--- config.mk ---
export PLATFORM = sky130hd
export DESIGN_NAME = pdcd_ctrl
export DESIGN_NICKNAME = d
export VERILOG_FILES = /design/src/rtl/pass_dependency_cycle_detect_macros.svh /design/src/rtl/pdcd_pkg.sv /design/src/rtl/pdcd_ctrl.sv
export SDC_FILE = /design/constraint.sdc
export NUM_CORES = 1
export LEC_CHECK = 0
export BUFFER_PORTS_ARGS = -buffer_cell sky130_fd_sc_hd__buf_2
export CORE_AREA = 2 2 39 41
export CTS_CLUSTER_SIZE = 10
export DETAILED_ROUTE_END_ITERATION = 10
export DIE_AREA = 0 0 41 43
export GPL_ROUTABILITY_DRIVEN = 0
export PLACE_DENSITY = 0.48
export SLEW_MARGIN = 20
export SYNTH_ARGS = -nofsm -noshare
export SYNTH_HDL_FRONTEND = slang
export SYNTH_SLANG_ARGS = --single-unit
--- constraint.sdc ---
create_clock -name clk -period 1.5 [get_ports clk]
set_input_delay 0.15 -clock clk [delete_from_list [all_inputs] [get_ports clk]]
set_output_delay 0.15 -clock clk [all_outputs]
set_load 0.01 [all_outputs]
--- src/rtl/pass_dependency_cycle_detect_macros.svh ---
// Assertion macros for the pass dependency cycle detector.
// No dependencies.
`ifndef PASS_DEPENDENCY_CYCLE_DETECT_MACROS_SVH
`define PASS_DEPENDENCY_CYCLE_DETECT_MACROS_SVH
// Implication check on a clock with async reset.
`define PDCD_ASSERT_IMP(label, clk, rst_n, ante, cons) \
	label: assert property (@(posedge clk) disable iff (!rst_n) (ante) |-> (cons)) \
		else $error("assertion failed");
// Next-cycle implication check.
`define PDCD_ASSERT_NEXT(label, clk, rst_n, ante, cons) \
	label: assert property (@(posedge clk) disable iff (!rst_n) (ante) |=> (cons)) \
		else $error("assertion failed");
`endif

--- src/rtl/pdcd_pkg.sv ---
// Package of the pass dependency cycle detector: FSM state, commands, status.
// No dependencies.
package pdcd_pkg;
	localparam int unsigned PassIdxW = 5;
	localparam int unsigned ResIdW = 6;
	localparam int unsigned RoleW = 2;

	localparam logic [RoleW-1:0] RoleWrite = 2'd0;
	localparam logic [RoleW-1:0] RoleRead = 2'd1;
	localparam logic [RoleW-1:0] RoleCopySrc = 2'd2;
	localparam logic [RoleW-1:0] RoleCopyDst = 2'd3;

	typedef enum logic [2:0] {
		ST_LOAD,
		ST_PRED,
		ST_ROUND,
		ST_FIND,
		ST_OUT,
		ST_CLEAR
	} state_t;

	// Controller to datapath commands.
	typedef struct packed {
		logic load;       // store the accepted reference
		logic pred_start; // reset pass counter and removal set
		logic pred_step;  // build predecessors of one pass
		logic round_step; // examine one pass for removal
		logic round_start;// start a new removal round
		logic find_step;  // scan one pass for the lowest survivor
		logic find_start;
		logic clear_step; // clear one pass row
		logic clear_start;
	} cmd_t;

	// Datapath to controller status.
	typedef struct packed {
		logic cnt_last; // counter sits on the last pass
		logic changed;  // the round removed at least one pass
	} sts_t;
endpackage

--- src/rtl/pdcd_ctrl.sv ---
// Controller of the pass dependency cycle detector.
// Depends on pdcd_pkg.
module pdcd_ctrl (
	input logic clk,
	input logic arst_n,
	input logic in_valid,
	input logic in_last,
	output logic in_ready,
	output logic out_valid,
	input logic out_ready,
	input pdcd_pkg::sts_t sts,
	output pdcd_pkg::cmd_t cmd
);
	import pdcd_pkg::*;

	state_t state_q, state_d;

	always_ff @(posedge clk or negedge arst_n) begin
		if (!arst_n) state_q <= ST_LOAD;
		else state_q <= state_d;
	end

	// Next state and commands
	always_comb begin
		state_d = state_q;
		cmd = '0;
		in_ready = 1'b0;
		out_valid = 1'b0;
		unique case (state_q)
			ST_LOAD: begin
				in_ready = 1'b1;
				if (in_valid) begin
					cmd.load = 1'b1;
					if (in_last) begin
						cmd.pred_start = 1'b1;
						state_d = ST_PRED;
					end
				end
			end
			ST_PRED: begin
				cmd.pred_step = 1'b1;
				if (sts.cnt_last) begin
					cmd.round_start = 1'b1;
					state_d = ST_ROUND;
				end
			end
			ST_ROUND: begin
				cmd.round_step = 1'b1;
				if (sts.cnt_last) begin
					if (sts.changed) cmd.round_start = 1'b1;
					else begin
						cmd.find_start = 1'b1;
						state_d = ST_FIND;
					end
				end
			end
			ST_FIND: begin
				cmd.find_step = 1'b1;
				if (sts.cnt_last) state_d = ST_OUT;
			end
			ST_OUT: begin
				out_valid = 1'b1;
				if (out_ready) begin
					cmd.clear_start = 1'b1;
					state_d = ST_CLEAR;
				end
			end
			ST_CLEAR: begin
				cmd.clear_step = 1'b1;
				if (sts.cnt_last) state_d = ST_LOAD;
			end
			default: state_d = ST_LOAD;
		endcase
	end
endmodule

==> summary.md <==
| Metric | Value |
|---|---|
| Most common cell after layout, fill and taps aside | `buf_2` |
| Worst min path class | `input port to asynchronous set/reset pin` |
| Clk_lat worst skew | `0.23 ns` |
| Fmax | `690 MHz` |
| Max-cap violations | `0` |
| Biggest register | `state_q` |
| Wirelength per Cell | `9.36 um` |
| TritonCTS Buffers | `3` |
| Clk root buf | `clkbuf_4` |
| Vias in the first global route | `285` |
| Worst setup path start | `state_q[1]$_DFFE_PN0P_` |
| CP delay by family, top | `flip-flops` |
| P per Cell Area | `2030 mW/mm2` |
| Crit-path max FO | `7` |
| Yosys top cell by area | `dfrtp_1` |
| Fin crit period | `1.45 ns` |
| Critical path arrival | `1.30 ns` |
| Master of the slowest instance on the critical path | `dfrtp_2` |
| Filler cells | `155` |
| DR vias | `293` |
| Commonest non-fill, non-tap cells in the layout | `buf_2 (17), nor2_1 (4), and2_1 (3), clkbuf_4 (3), dfrtp_2 (3)` |
| Post-Route Skew | `0.00216 ns` |
| CP startpoint kind | `flop` |
| Worst R2R Start | `state_q[2]$_DFFE_PN0P_` |
| CTS tree | `done` |
| Critical Path End Type | `primary output` |
| Clock slew at reported path FFs | `0.04 ns` |
| Max_slew headroom | `0.865` |
| Switching Fraction | `0.433` |
| Antenna cells | `0` |
| Clk buf depth | `2` |
| Total Power | `837 uW` |
| Seq pwr share | `0.263` |
| Yosys reg bits | `3` |
| Register area share after synthesis | `0.282` |
| Yosys warns | `0` |
| Die span in x | `41 um` |
| Global-route usage over all layers | `0.0925` |
| Worst path max stage delay | `0.45 ns` |
| H-tree lvl count | `1` |
| Post-Synthesis Cells | `31` |
| WP depth | `4` |
| TritonRoute pass-1 iters | `1` |
| CP bufs+invs | `1` |
| R2R setup slack | `0.31 ns` |
| Lkg Pwr | `0.000227 uW` |
| Synth top area cells | `dfrtp_1 (28%), nor3b_2 (9.4%), and2_1 (7.0%)` |
| Critical Path Sink | `cmd[4]` |
| Antenna viol nets, final | `0` |
| Worst slew pin tran | `0.202 ns` |
| Die area | `0.00176 mm2` |
| Die height | `43 um` |
| Final instance area | `412 um2` |
| Clock tree sinks | `3` |
| Port bufs | `17` |
| Pin count of the biggest net entering global routing | `11` |
| Power Internal | `475 uW` |
| VDD IR-drop max | `0.481 mV` |
| Final-report max-slew violation count | `0` |
| Nets | `61` |
| DP Wirelength | `480 um` |
| Reg2Reg Depth | `4` |
| First-pass GRT wire length | `1.08 mm` |
| Syn-to-layout area delta | `54.5%` |
| Boundary Pins | `18` |
| Fraction of layout cells with a size suffix above 1 | `0.528` |
| Clock power frac | `0.170` |
| CP Class | `flop to primary output` |
| Fin crit share | `0.966` |
| Status | `finished, final reports clean` |
| Starting Density | `0.193` |
| CORE AREA | `0.00138 mm2` |
| Initial antenna violation count | `0` |
| Biggest regs | `state_q x3` |
| Worst R2R End | `state_q[0]$_DFFE_PN0P_` |
| Cell variety after synth | `21` |
| Cell Area, Synth | `267 um2` |
| Final wirelength | `646 um` |
| Cell Rows | `14` |
| Synth top area share | `0.282` |
| Initial drt markers | `0` |
| Number of remaining DRC errors | `0` |
| Critical path cell sequence | `nor3b_4, a21o_1, and2_1, buf_2` |
| Syn_nets | `38` |
| Number of flip-flops in the largest register | `3` |
| Worst EP required | `1.35 ns` |
| Global route overflow | `0` |
| Endpoints failing hold | `0` |
| Final Setup Violations | `0` |
| P_sw | `363 uW` |
| Vias per cell | `4.25` |
| DP Area | `353 um2` |
| Syn Area/Cell | `8.60 um2` |
| Logic gate share of total power | `0.567` |
## stage by stage
| step | hold WS [ns] | TNS, ns | setup WS [ns] | std cells | util |
|---|---|---|---|---|---|
| finish | 0.236 | 0 | 0.0516 | 69 | 0.297 |
| global route | 0.256 | -0.0163 | -0.0163 | 69 | 0.297 |
| CTS | 0.237 | 0 | 0.0220 | 68 | 0.288 |
| detailed placement | -0.0549 | 0 | 0.190 | 62 | 0.255 |
| global placement | -0.0534 | 0 | 0.222 | 62 | 0.255 |
| floorplan | -0.146 | 0 | 0.277 | 31 | - |
## layer usage
layer	vias up	routed length, um	track usage
met5	-	0	0
met4	0	14	0.0800
met3	2	58	0.0314
met2	14	285	0.116
met1	128	288	0.119
li1	149	-	-
## synth_stat cells
cell      number
xor2_1         1
nor2_1         4
buf_6          1
inv_1          1
nand2_1        2
a31o_1         1
a21o_1         1
nand2b_1       2
mux2i_1        1
dfrtp_1        3
buf_4          1
and3_1         1
a211oi_1       1
and3b_1        1
a21oi_1        1
nor3b_2        2
nor2b_1        1
o22ai_1        1
nor3_2         1
and2_1         3
o21ai_0        1
## what timing repair did
item	CTS	global route
gates resized for setup	2	2
setup buffers	1	1
endpoints found under the setup margin	1	2
hold buffers	1	0
pin swaps	0	1
hold endpoints to repair	3	0
## worst min-delay path by stage
stage	endpoint	start
3_3_place_gp	state_q[2]$_DFFE_PN0P_	arst_n
4_1_cts	state_q[1]$_DFFE_PN0P_	arst_n
6_report	state_q[1]$_DFFE_PN0P_	arst_n
5_1_grt	state_q[1]$_DFFE_PN0P_	arst_n
3_5_place_dp	state_q[2]$_DFFE_PN0P_	arst_n
2_1_floorplan	state_q[0]$_DFFE_PN0P_	arst_n
## cell type report
| class | count | area [um2] | share of cell area |
|---|---|---|---|
| Clock buffer | 4 | 26.3 | 0.0638 |
| Timing Repair Buffer | 20 | 108 | 0.261 |
| Inverter | 1 | 3.75 | 0.00912 |
| Tap cell | 16 | 20.0 | 0.0486 |
| Sequential cell | 3 | 78.8 | 0.191 |
| Multi-Input combinational cell | 25 | 175 | 0.426 |
## cells by family after synthesis
kind of cell              synth area share
DFF                                  0.282
AOI/OAI and AO/OA                    0.150
buffers and inverters               0.0845
muxes                               0.0376
xor gates and xnor gates            0.0329
and+or+nand+nor                      0.413
## power by group through the flow
stage          Sequential [uW]  Clock [uW]  Combinational, uW
6_report                   221         142                475
5_1_grt                    233         162                523
4_1_cts                    222         147                443
3_5_place_dp               225           0                412
3_3_place_gp               222           0                412
2_1_floorplan              146           0                380
Power figures use the tool's default switching activity.
